**src/design/imubc_pkg.sv**
```systemverilog
// ============================================================================
// imubc_pkg: shared definitions for the IMU bias calibration core
// Axis counts and the status group that each magnitude unit reports.
// ============================================================================
package imubc_pkg;

    localparam int AXES   = 6;
    localparam int AXIS_W = 3;
    localparam int TRIPLE = 3;

    typedef struct packed {
        logic busy;
        logic done;
    } mag_stat_t;

endpackage

```
**src/design/imu_bias_calibrate_and_magnitude_core.sv**
```systemverilog
// ============================================================================
// imu_bias_calibrate_and_magnitude_core: IMU bias calibration and magnitudes
// Averages the first CAL_SAMPLES readings into per-axis biases, then removes
// the biases from each later reading and returns the floored magnitudes of
// the acceleration and rotation vectors.
// ============================================================================
//
// Channel  Direction  Transfer content
// s_       in         accel_x, accel_y, accel_z, rate_pitch, rate_roll, rate_yaw
// m_       out        accel_magnitude, rotation_magnitude
//
// Calibration transfers are always accepted and give no result.
// After the last one, a restoring divider works through the six axes in
// turn, loading each sum and then shifting out its quotient; s_tready is low.
// Each later reading is squared and rooted bit-serially in the magnitude units;
// s_tready stays low until both units are idle again.
// A waiting result sits in the output register; only a further result stalls.
// Reset is synchronous and restarts calibration.
module imu_bias_calibrate_and_magnitude_core #(
    parameter int CAL_SAMPLES = 128,
    parameter int SAMPLE_BITS = 16
) (
    input  logic                                          aclk,
    input  logic                                          aresetn,
    input  logic                                          s_tvalid,
    output logic                                          s_tready,
    // accel_x, accel_y, accel_z, rate_pitch, rate_roll, rate_yaw, zero padding
    input  logic [((6 * SAMPLE_BITS + 7) / 8) * 8 - 1:0]  s_tdata,
    output logic                                          m_tvalid,
    input  logic                                          m_tready,
    // accel_magnitude, rotation_magnitude, zero padding
    output logic [((2 * SAMPLE_BITS + 9) / 8) * 8 - 1:0]  m_tdata
);

    localparam int SB     = SAMPLE_BITS;
    localparam int MAG_W  = SB + 1;
    localparam int OUT_W  = ((2 * SAMPLE_BITS + 9) / 8) * 8;
    localparam int SUM_W  = SB + $clog2(CAL_SAMPLES);
    localparam int REM_W  = $clog2(CAL_SAMPLES + 1);
    localparam int CNT_W  = $clog2(CAL_SAMPLES + 1);
    localparam int DCNT_W = $clog2(SUM_W);
    localparam int AXES   = imubc_pkg::AXES;
    localparam int AX_W   = imubc_pkg::AXIS_W;
    localparam int TRIPLE = imubc_pkg::TRIPLE;

    typedef enum logic [1:0] {S_CAL, S_DIV_LOAD, S_DIV_STEP, S_RUN} state_t;

    state_t                  state_reg;
    logic [CNT_W-1:0]        cal_cnt_reg;
    logic signed [SUM_W-1:0] sum_reg  [AXES];
    logic signed [SB-1:0]    bias_reg [AXES];
    logic [AX_W-1:0]         axis_reg;
    logic [SUM_W-1:0]        dvd_reg;
    logic [REM_W-1:0]        rem_reg;
    logic                    neg_reg;
    logic [DCNT_W-1:0]       dcnt_reg;
    logic                    m_tvalid_reg;
    logic [2*MAG_W-1:0]      m_data_reg;

    logic signed [SB-1:0]    samp [AXES];
    logic signed [SB:0]      corr_acc [TRIPLE];
    logic signed [SB:0]      corr_rot [TRIPLE];
    logic signed [SUM_W-1:0] sel_sum;
    logic [SUM_W-1:0]        sel_neg;
    logic [REM_W:0]          rem_sh;
    logic [REM_W:0]          rem_sub;
    logic                    quot_bit;
    logic [SUM_W-1:0]        quot;
    logic [SB-1:0]           bias_new;

    logic                    s_accept;
    logic                    calc_start;
    logic                    res_take;
    imubc_pkg::mag_stat_t    acc_stat;
    imubc_pkg::mag_stat_t    rot_stat;
    logic [MAG_W-1:0]        acc_root;
    logic [MAG_W-1:0]        rot_root;

    always_comb begin
        for (int i = 0; i < AXES; i++) begin
            samp[i] = signed'(s_tdata[i*SB +: SB]);
        end
        for (int i = 0; i < TRIPLE; i++) begin
            corr_acc[i] = (SB + 1)'(samp[i]) - (SB + 1)'(bias_reg[i]);
            corr_rot[i] = (SB + 1)'(samp[i + TRIPLE]) - (SB + 1)'(bias_reg[i + TRIPLE]);
        end
    end

    assign sel_sum  = sum_reg[axis_reg];
    assign sel_neg  = -sel_sum;
    assign rem_sh   = {rem_reg, dvd_reg[SUM_W-1]};
    assign quot_bit = (rem_sh >= (REM_W + 1)'(CAL_SAMPLES));
    assign rem_sub  = rem_sh - (REM_W + 1)'(CAL_SAMPLES);
    assign quot     = {dvd_reg[SUM_W-2:0], quot_bit};
    assign bias_new = neg_reg ? -quot[SB-1:0] : quot[SB-1:0];

    always_comb begin
        unique case (state_reg)
            S_CAL:   s_tready = 1'b1;
            S_RUN:   s_tready = !acc_stat.busy && !rot_stat.busy;
            default: s_tready = 1'b0;
        endcase
    end

    assign s_accept   = s_tvalid && s_tready;
    assign calc_start = s_accept && (state_reg == S_RUN);
    assign res_take   = acc_stat.done && rot_stat.done && (!m_tvalid_reg || m_tready);

    assign m_tvalid = m_tvalid_reg;
    assign m_tdata  = OUT_W'(m_data_reg);

    imubc_mag #(
        .SAMPLE_BITS (SAMPLE_BITS)
    ) u_acc_mag (
        .aclk     (aclk),
        .aresetn  (aresetn),
        .start    (calc_start),
        .ack      (res_take),
        .axis_val (corr_acc),
        .stat     (acc_stat),
        .root     (acc_root)
    );

    imubc_mag #(
        .SAMPLE_BITS (SAMPLE_BITS)
    ) u_rot_mag (
        .aclk     (aclk),
        .aresetn  (aresetn),
        .start    (calc_start),
        .ack      (res_take),
        .axis_val (corr_rot),
        .stat     (rot_stat),
        .root     (rot_root)
    );

    always_ff @(posedge aclk) begin
        if (!aresetn) begin
            state_reg    <= S_CAL;
            cal_cnt_reg  <= '0;
            axis_reg     <= '0;
            dcnt_reg     <= '0;
            m_tvalid_reg <= 1'b0;
            for (int i = 0; i < AXES; i++) begin
                sum_reg[i] <= '0;
            end
        end else begin
            unique case (state_reg)
                S_CAL: begin
                    if (s_accept) begin
                        for (int i = 0; i < AXES; i++) begin
                            sum_reg[i] <= sum_reg[i] + SUM_W'(samp[i]);
                        end
                        cal_cnt_reg <= cal_cnt_reg + 1'b1;
                        if (cal_cnt_reg == CNT_W'(CAL_SAMPLES - 1)) begin
                            axis_reg  <= '0;
                            state_reg <= S_DIV_LOAD;
                        end
                    end
                end
                S_DIV_LOAD: begin
                    dvd_reg   <= sel_sum[SUM_W-1] ? sel_neg : sel_sum;
                    neg_reg   <= sel_sum[SUM_W-1];
                    rem_reg   <= '0;
                    dcnt_reg  <= DCNT_W'(SUM_W - 1);
                    state_reg <= S_DIV_STEP;
                end
                S_DIV_STEP: begin
                    rem_reg <= quot_bit ? rem_sub[REM_W-1:0] : rem_sh[REM_W-1:0];
                    dvd_reg <= quot;
                    if (dcnt_reg == '0) begin
                        bias_reg[axis_reg] <= bias_new;
                        if (axis_reg == AX_W'(AXES - 1)) begin
                            state_reg <= S_RUN;
                        end else begin
                            axis_reg  <= axis_reg + 1'b1;
                            state_reg <= S_DIV_LOAD;
                        end
                    end else begin
                        dcnt_reg <= dcnt_reg - 1'b1;
                    end
                end
                S_RUN: begin
                end
                default: begin
                    state_reg <= S_CAL;
                end
            endcase

            if (res_take) begin
                m_tvalid_reg <= 1'b1;
                m_data_reg   <= {rot_root, acc_root};
            end else if (m_tready) begin
                m_tvalid_reg <= 1'b0;
            end
        end
    end

endmodule

```
**src/design/imubc_mag.sv**
```systemverilog
// ============================================================================
// imubc_mag: bit-serial vector magnitude of one axis triple
// Squares and sums three signed values with a shift-and-add accumulator that
// takes one multiplier bit per cycle, then extracts the floored square root
// one result bit per cycle. The result is held until it is acknowledged.
// ============================================================================
module imubc_mag #(
    parameter int SAMPLE_BITS = 16
) (
    input  logic                         aclk,
    input  logic                         aresetn,
    input  logic                         start,
    input  logic                         ack,
    input  logic signed [SAMPLE_BITS:0]  axis_val [imubc_pkg::TRIPLE],
    output imubc_pkg::mag_stat_t         stat,
    output logic        [SAMPLE_BITS:0]  root
);

    localparam int SB    = SAMPLE_BITS;
    localparam int ACC_W = 2 * SB + 2;
    localparam int RM_W  = SB + 2;
    localparam int CNT_W = $clog2(SB + 2);

    typedef enum logic [1:0] {M_IDLE, M_MUL, M_ROOT, M_DONE} state_t;

    state_t            state_reg;
    logic [CNT_W-1:0]  cnt_reg;
    logic [SB-1:0]     mcand_reg [imubc_pkg::TRIPLE];
    logic [SB-1:0]     mpl_reg   [imubc_pkg::TRIPLE];
    logic [ACC_W-1:0]  acc_reg;
    logic [RM_W-1:0]   rem_reg;
    logic [SB:0]       root_reg;

    logic [SB-1:0]     mag_in  [imubc_pkg::TRIPLE];
    logic [ACC_W-1:0]  acc_next;
    logic [RM_W+1:0]   rem_sh;
    logic [RM_W+1:0]   trial;
    logic [RM_W+1:0]   rem_sub;
    logic              fits;

    always_comb begin
        acc_next = {acc_reg[ACC_W-2:0], 1'b0};
        for (int i = 0; i < imubc_pkg::TRIPLE; i++) begin
            logic [SB:0] neg_val;
            neg_val   = -axis_val[i];
            mag_in[i] = axis_val[i][SB] ? neg_val[SB-1:0] : axis_val[i][SB-1:0];
            if (mpl_reg[i][SB-1]) begin
                acc_next = acc_next + ACC_W'(mcand_reg[i]);
            end
        end
    end

    assign rem_sh  = {rem_reg, acc_reg[ACC_W-1:ACC_W-2]};
    assign trial   = {1'b0, root_reg, 2'b01};
    assign fits    = (rem_sh >= trial);
    assign rem_sub = rem_sh - trial;

    assign stat.busy = (state_reg != M_IDLE);
    assign stat.done = (state_reg == M_DONE);
    assign root      = root_reg;

    always_ff @(posedge aclk) begin
        if (!aresetn) begin
            state_reg <= M_IDLE;
            cnt_reg   <= '0;
        end else begin
            unique case (state_reg)
                M_IDLE: begin
                    if (start) begin
                        for (int i = 0; i < imubc_pkg::TRIPLE; i++) begin
                            mcand_reg[i] <= mag_in[i];
                            mpl_reg[i]   <= mag_in[i];
                        end
                        acc_reg   <= '0;
                        rem_reg   <= '0;
                        root_reg  <= '0;
                        cnt_reg   <= CNT_W'(SB - 1);
                        state_reg <= M_MUL;
                    end
                end
                M_MUL: begin
                    acc_reg <= acc_next;
                    for (int i = 0; i < imubc_pkg::TRIPLE; i++) begin
                        mpl_reg[i] <= {mpl_reg[i][SB-2:0], 1'b0};
                    end
                    if (cnt_reg == '0) begin
                        cnt_reg   <= CNT_W'(SB);
                        state_reg <= M_ROOT;
                    end else begin
                        cnt_reg <= cnt_reg - 1'b1;
                    end
                end
                M_ROOT: begin
                    acc_reg  <= {acc_reg[ACC_W-3:0], 2'b00};
                    rem_reg  <= fits ? rem_sub[RM_W-1:0] : rem_sh[RM_W-1:0];
                    root_reg <= {root_reg[SB-1:0], fits};
                    if (cnt_reg == '0) begin
                        state_reg <= M_DONE;
                    end else begin
                        cnt_reg <= cnt_reg - 1'b1;
                    end
                end
                M_DONE: begin
                    if (ack) begin
                        state_reg <= M_IDLE;
                    end
                end
                default: begin
                    state_reg <= M_IDLE;
                end
            endcase
        end
    end

endmodule

```
**config.mk**
```make
export PLATFORM = sky130hd
export DESIGN_NAME = imu_bias_calibrate_and_magnitude_core
export DESIGN_NICKNAME = d
export VERILOG_FILES = /design/src/design/imubc_pkg.sv /design/src/design/imu_bias_calibrate_and_magnitude_core.sv /design/src/design/imubc_mag.sv
export SDC_FILE = /design/constraint.sdc
export NUM_CORES = 2
export LEC_CHECK = 0
export BUFFER_PORTS_ARGS = -buffer_cell sky130_fd_sc_hd__buf_2
export CAP_MARGIN = 20
export CORE_MARGIN = 2
export CORE_UTILIZATION = 35
export CTS_BUF_LIST = sky130_fd_sc_hd__clkbuf_4
export CTS_CLUSTER_DIAMETER = 80
export CTS_CLUSTER_SIZE = 10
export DETAILED_ROUTE_END_ITERATION = 6
export PLACE_DENSITY = 0.5
export SLEW_MARGIN = 20
export SYNTH_ARGS = -nofsm -noshare
export SYNTH_HDL_FRONTEND = slang
export SYNTH_HIERARCHICAL = 1
export SYNTH_SLANG_ARGS = --single-unit
export TNS_END_PERCENT = 10
```
**constraint.sdc**
```tcl
create_clock -name aclk -period 20.5 [get_ports aclk]
set_clock_uncertainty 0.15 [all_clocks]
set_input_delay 2.05 -clock aclk [delete_from_list [all_inputs] [get_ports aclk]]
set_output_delay 2.05 -clock aclk [all_outputs]
set_load 0.1 [all_outputs]
```
======== After elaboration in Yosys (flattened, before gate mapping) ========
Memory sizes are Yosys's and may differ from the RTL's. A register that Yosys moved wholly into a read port is not among the register bits.
Cells that the tools add are included.
word-level totals
  register bits ........................... 237
  RAM bits ................................ 426
  input bits .............................. 100
  output and inout bits ................... 42
  word-level logic and storage cells ...... 234
  memories kept ........................... 6
cells by class
  add/sub/neg operators ................... 34
  $lt $le $gt $ge ......................... 3
  equality and inequality tests ........... 26
  mux-type cells .......................... 94
  bitwise operators ....................... 12
  reductions and logical operators ........ 40
memories
  name                 words  width  read ports  clocked after memory_dff  write ports  RTL line                                     text
  sum_reg              6      23     7           1                         6            imu_bias_calibrate_and_magnitude_core.sv:50  logic signed [SUM_W-1:0] sum_reg [AXES];
  bias_reg             6      16     6           0                         1            imu_bias_calibrate_and_magnitude_core.sv:51  logic signed [SB-1:0] bias_reg [AXES];
  u_acc_mag.mcand_reg  3      16     3           0                         3            imubc_mag.sv:28                              logic [SB-1:0] mcand_reg [imubc_pkg::TRIPLE];
  u_acc_mag.mpl_reg    3      16     3           0                         3            imubc_mag.sv:29                              logic [SB-1:0] mpl_reg [imubc_pkg::TRIPLE];
  u_rot_mag.mcand_reg  3      16     3           0                         3            imubc_mag.sv:28
  u_rot_mag.mpl_reg    3      16     3           0                         3            imubc_mag.sv:29
operators by type and width
  kind                                                            count
  34-bit two-way mux                                              7
  16-bit two-way mux                                              13
  34-bit by 16-bit adder with 34-bit output                       6
  34-bit one-hot mux with 3 select lines                          2
  23-bit two-way mux                                              7
  23-bit by 16-bit adder with 23-bit output                       6
  16-bit negator                                                  7
  16-bit by 16-bit subtractor with 17-bit output                  6
  18-bit one-hot mux with 2 select lines                          2
  17-bit one-hot mux with 2 select lines                          2
  18-bit two-way mux                                              3
  23-bit one-hot mux with 2 select lines                          1
  20-bit by 19-bit greater-or-equal comparator with 1-bit output  2
  18-bit subtractor                                               2
  5-bit two-way mux                                               6
  5-bit one-hot mux with 3 select lines                           2
  1-bit two-way mux                                               24
  23-bit negator                                                  1
  2-bit inequality test, second input constant                    11
  2-bit two-way mux                                               10
  3-bit two-way mux                                               6
  3-bit AND reduction                                             6
  17-bit two-way mux                                              1
  2-bit one-hot mux with 4 select lines                           2
  other kinds (27)                                                74

======== Logic depth before layout (Yosys ltp) ========
  depth after elaboration ................. 11
  mapped depth ............................ 30
  depth with buffers taken out ............ 30

======== Cells and area by module ========
The synthesis kept the hierarchy.
by module, submodules not included
  module                                 times used  cells each  area an instance (µm²)  seq. area each (µm²)
  imu_bias_calibrate_and_magnitude_core  1           2395        23880.4                 9449.1
  imubc_mag (u_acc_mag)                  1           1272        12978.7                 5094.9
  imubc_mag (u_rot_mag)                  1           1287        12548.3                 5094.9

======== Least setup slack after synthesis ========
No wires, ideal clock.
  kind .................................... input -> register
  start ................................... input port s_tvalid
  end ..................................... memory sum_reg[0][0] in the netlist's numbering (enable)
  library setup time ...................... 826 ps
  arrival ................................. 11754 ps
  data required time ...................... 19524 ps
  slack ................................... 7770 ps
  stages on the path ...................... 2
  buffers on the path ..................... 0
  cells stage by stage .................... nand2_1 > o21ai_0
RTL lines
  item         RTL line                                     text
  from (decl)  imu_bias_calibrate_and_magnitude_core.sv:25  input logic s_tvalid,
  to (decl)    imu_bias_calibrate_and_magnitude_core.sv:50

======== Worst setup path after layout ========
  start ................................... register u_rot_mag.acc_reg[0]
  end ..................................... register u_rot_mag.acc_reg[33], data pin
on the way
  longest elaborated chain between the ends .. 7
ends and longest elaborated chain
  item                                        RTL line         text
  from (decl)                                 imubc_mag.sv:30  logic [ACC_W-1:0] acc_reg;
  from (signal assigned)                      imubc_mag.sv:82  acc_reg <= acc_next;
  from (signal assigned)                      imubc_mag.sv:94  acc_reg <= {acc_reg[ACC_W-3:0], 2'b00};
  34-bit by 16-bit adder with 34-bit output   imubc_mag.sv:48  acc_next = acc_next + ACC_W'(mcand_reg[i]);
  34-bit two-way mux (*)                      imubc_mag.sv:47  if (mpl_reg[i][SB-1]) begin
  34-bit by 16-bit adder with 34-bit output   imubc_mag.sv:48
  34-bit two-way mux (*)                      imubc_mag.sv:47
  34-bit by 16-bit adder with 34-bit output   imubc_mag.sv:48
  34-bit two-way mux (*)                      imubc_mag.sv:47
  34-bit one-hot mux with 3 select lines (*)  imubc_mag.sv:67  unique case (state_reg)
Every way passes the cells marked *; elsewhere a longest branch is shown, timed or not.
A chain may end at the register's enable or synchronous reset.

==> run_results.csv <==
group,metric,value,unit
status,status,"finished, final reports clean",
grt,grt_max_degree,139,
layout,syn_to_final_growth,8.38,%
setup_path,critPathSlowestCell,"nor3_1",
sta,slew-limit-headroom,26.1,%
placement,gp_congestion,0.877,
sta,timing.hold.ws,0.316,ns
sta,tightest_slew,1.11,ns
sta,fmax,146,MHz
grt,grt-ovfl-total,0,
clocking,clock_sinks,666,
worst_hold_path,hold_class,"reg2reg",
logic_synthesis,yosys_warnings,6,
logic_synthesis,avgSynthCellArea,9.97,um^2
sta,tns,0,ns
placement,post-dp-hpwl,106,mm
grt,grt_pass1_vias,36073,
floorplanning,coreArea,0.140,mm^2
route,drtAntennaViolNets,0,
setup_path,reg2reg_slack,13.66,ns
route,drc,0,
setup_path,cp-start-kind,"flip-flop",
placement,dp_cells,6889,
setup_path,cpLargestDelayFamily,"simple AND/OR/NAND/NOR gates",
setup_path,end_kind,"flip-flop",
setup_path,worst-path-buf-inv,1,
layout,drive_above_1_share,12.3,%
setup_path,critPathMaxStageDelay,0.71,ns
floorplanning,dieHeight,380,um
floorplanning,initial_core_util,35.3,%
logic_synthesis,ys_seq_area_share,39.7,%
setup_path,critPathMaxFanout,7,
power_and_ir_drop,power.leakage,20.5,nW
floorplanning,die_w,380,um
grt,antenna_found_initial,5,
floorplanning,ios,142,
floorplanning,row_count,137,
clocking,post_cts_buffers,0,
placement,portBuffers,135,
logic_synthesis,syn_area,0.0494,mm^2
layout,n_fill_cell,14064,
logic_synthesis,synth_edf_count,630,
setup_path,cp.required,21.09,ns
sta,finalSetupViolations,0,
sta,min_period,6.84,ns
floorplanning,dieArea,0.144,mm^2
sta,maxSlewViolCount,0,
logic_synthesis,synthArstFlopShare,0,%
route,drt-initial-drc-count,2531,
layout,final_cell_count_no_fill,7043,
clocking,ctsHoldBuffers,0,
route,routedWlPerCell,19.7,um
layout,largest_register_ffs,138,
route,drtPass1Iterations,5,
clocking,clk_latency,1.07,ns
sta,hold_violations,0,
setup_path,worstPathCellList,"ha_1, inv_1, fa_1, nor2b_1, o2111ai_1, a21boi_0, o2111ai_1, nand3b_1, a21oi_1, xnor2_1, mux2_2, ha_1, nand2_1, o31ai_1, o21ai_0, nor3_1, nand4_1, or4b_1, and3_1, nand4b_4, nor4b_4, xnor2_1, o21ai_1",
clocking,cts-buffers-inserted,83,
grt,grt_pass1_wl,214,mm
route,viasPerCell,5.29,
flow_run,drv_cap,0,
layout,final_util,38.3,%
logic_synthesis,ys_seq_elements,666,
layout,finalNetCount,5606,
clocking,clock_path_buffers,3,
power_and_ir_drop,p_per_area,76.3,mW/mm^2
power_and_ir_drop,peakVddDrop,0.0000380,V
logic_synthesis,synth_cells,4954,
logic_synthesis,synth_ff_type,"edfxtp_1",
sta,fin_crit_sh,33.3,%
logic_synthesis,ys_types,122,
route,routed_wl,139,mm
clocking,htree_levels,3,
clocking,clockRootBuffer,"clkbuf_4",
clocking,cts_tree,"built",
sta,rsz0062_at_grt,"no",
route,routed-via-count,37285,
grt,grtUsageTotal,18.9,%
setup_path,arrival,7.43,ns
clocking,cts_resized,0,
clocking,clk_pin_slew,0.13,ns
setup_path,criticalPathCategory,"reg2reg",
[layer usage]
layer  wire, um  GRT usage (%)  up-vias
li1           -              -    18567
met4       4670           6.14        2
met5         13              0        -
met3       4430           2.48      187
met1      63400           24.6    17944
met2      66200           32.2      585
[final cells by class]
cell class / count / area, um^2 / share of cell area, %
clock buffers: 122 / 916 / 1.71
flip-flops and latches: 666 / 19600 / 36.7
multi-input cells: 3840 / 28000 / 52.4
repair buffers: 189 / 1110 / 2.07
well taps: 1876 / 2350 / 4.38
clock inverters: 23 / 274 / 0.512
inverters: 319 / 1200 / 2.24
diodes: 8 / 20.0 / 0.0374
[final timing paths]
kind                                 to  cells past startpoint            startpoint
setup / recovery  u_rot_mag/acc_reg[33]                     23  u_rot_mag/acc_reg[0]
setup reg to reg  u_rot_mag/acc_reg[33]                     23  u_rot_mag/acc_reg[0]
hold reg to reg          m_data_reg[30]                      0    u_rot_mag/root[13]
hold / removal           m_data_reg[30]                      0    u_rot_mag/root[13]
[synthesized netlist by cell type, types with 36 or more instances]
| library cell | n | share of area, % |
|---|---|---|
| mux2i_1 | 57 | 1.2 |
| mux2_2 | 166 | 3.8 |
| o21a_1 | 52 | 0.79 |
| a21oi_1 | 290 | 2.9 |
| ha_1 | 389 | 9.9 |
| a31oi_1 | 41 | 0.52 |
| a21boi_0 | 51 | 0.77 |
| nor2b_1 | 121 | 1.5 |
| inv_1 | 317 | 2.4 |
| nand4_1 | 44 | 0.56 |
| a21o_1 | 108 | 1.6 |
| o21ai_0 | 267 | 2.7 |
| edfxtp_1 | 630 | 38 |
| nand3_1 | 86 | 0.87 |
| o211ai_1 | 39 | 0.59 |
| and2_1 | 83 | 1.1 |
| xor2_1 | 138 | 2.4 |
| nor2_1 | 335 | 2.5 |
| and3_1 | 48 | 0.61 |
| o31ai_1 | 68 | 1.0 |
| nand2_1 | 378 | 2.9 |
| a211oi_1 | 51 | 0.77 |
| nor3_1 | 152 | 1.5 |
| clkbuf_1 | 98 | 0.74 |
| nand2b_1 | 74 | 0.94 |
| dfxtp_1 | 36 | 1.5 |
| xnor2_1 | 313 | 5.5 |
[placed cells by master, fill, tap and decap left out, drive strengths merged, types with 68 or more instances in the layout]
cell      n
nand2b   74
nor2b   122
nor3    156
nor2    337
a21o    109
mux2    166
xnor2   316
o31ai    68
and2     84
inv     322
edfxtp  630
a21oi   295
xor2    140
nand2   380
nand3    88
ha      389
clkbuf  122
buf     189
o21ai   289
[cells by family after synthesis]
| logic type | share of synthesized area (%) |
|---|---|
| AOI/OAI and AO/OA | 16.2 |
| xor gates and xnor gates | 8.18 |
| adders and majority gates | 10.6 |
| buffers and inverters | 3.68 |
| DFF | 39.7 |
| muxes | 5.85 |
| other | 0.00759 |
| and+or+nand+nor | 15.7 |
[worst register-to-register path: stages, from the launching register on]
cell and delay, ns:
edfxtp_1 0.39, ha_1 0.22, inv_1 0.07, fa_1 0.41, nor2b_1 0.18, o2111ai_1 0.16
a21boi_0 0.44, o2111ai_1 0.35, nand3b_1 0.18, a21oi_1 0.09, xnor2_1 0.12, mux2_2 0.28
ha_1 0.33, nand2_1 0.06, o31ai_1 0.36, o21ai_0 0.34, nor3_1 0.71, nand4_1 0.28
or4b_1 0.55, and3_1 0.23, nand4b_4 0.21, nor4b_4 0.25, xnor2_1 0.14, o21ai_1 0.07
[metrics by stage]
stage | setup slack [ns] | instance area, um^2 | total power [mW]
2_1_floorplan | 7.77 | 49400 | 2.85
3_3_place_gp | 13.86 | 52300 | 3.23
3_5_place_dp | 13.78 | 52300 | 3.24
4_1_cts | 13.72 | 53500 | 4.14
5_1_grt | 13.03 | 53500 | 4.36
6_report | 13.66 | 53500 | 4.09
[power breakdown]
group / internal (mW) / leakage [nW] / switching [mW] / total, mW
Combinational: 0.590 / 13.4 / 0.883 / 1.47
Clock: 0.351 / 0.684 / 0.529 / 0.880
Sequential: 1.65 / 6.36 / 0.0864 / 1.73
Total: 2.59 / 20.5 / 1.50 / 4.09
No activity file was read; power rests on OpenSTA's default activity.
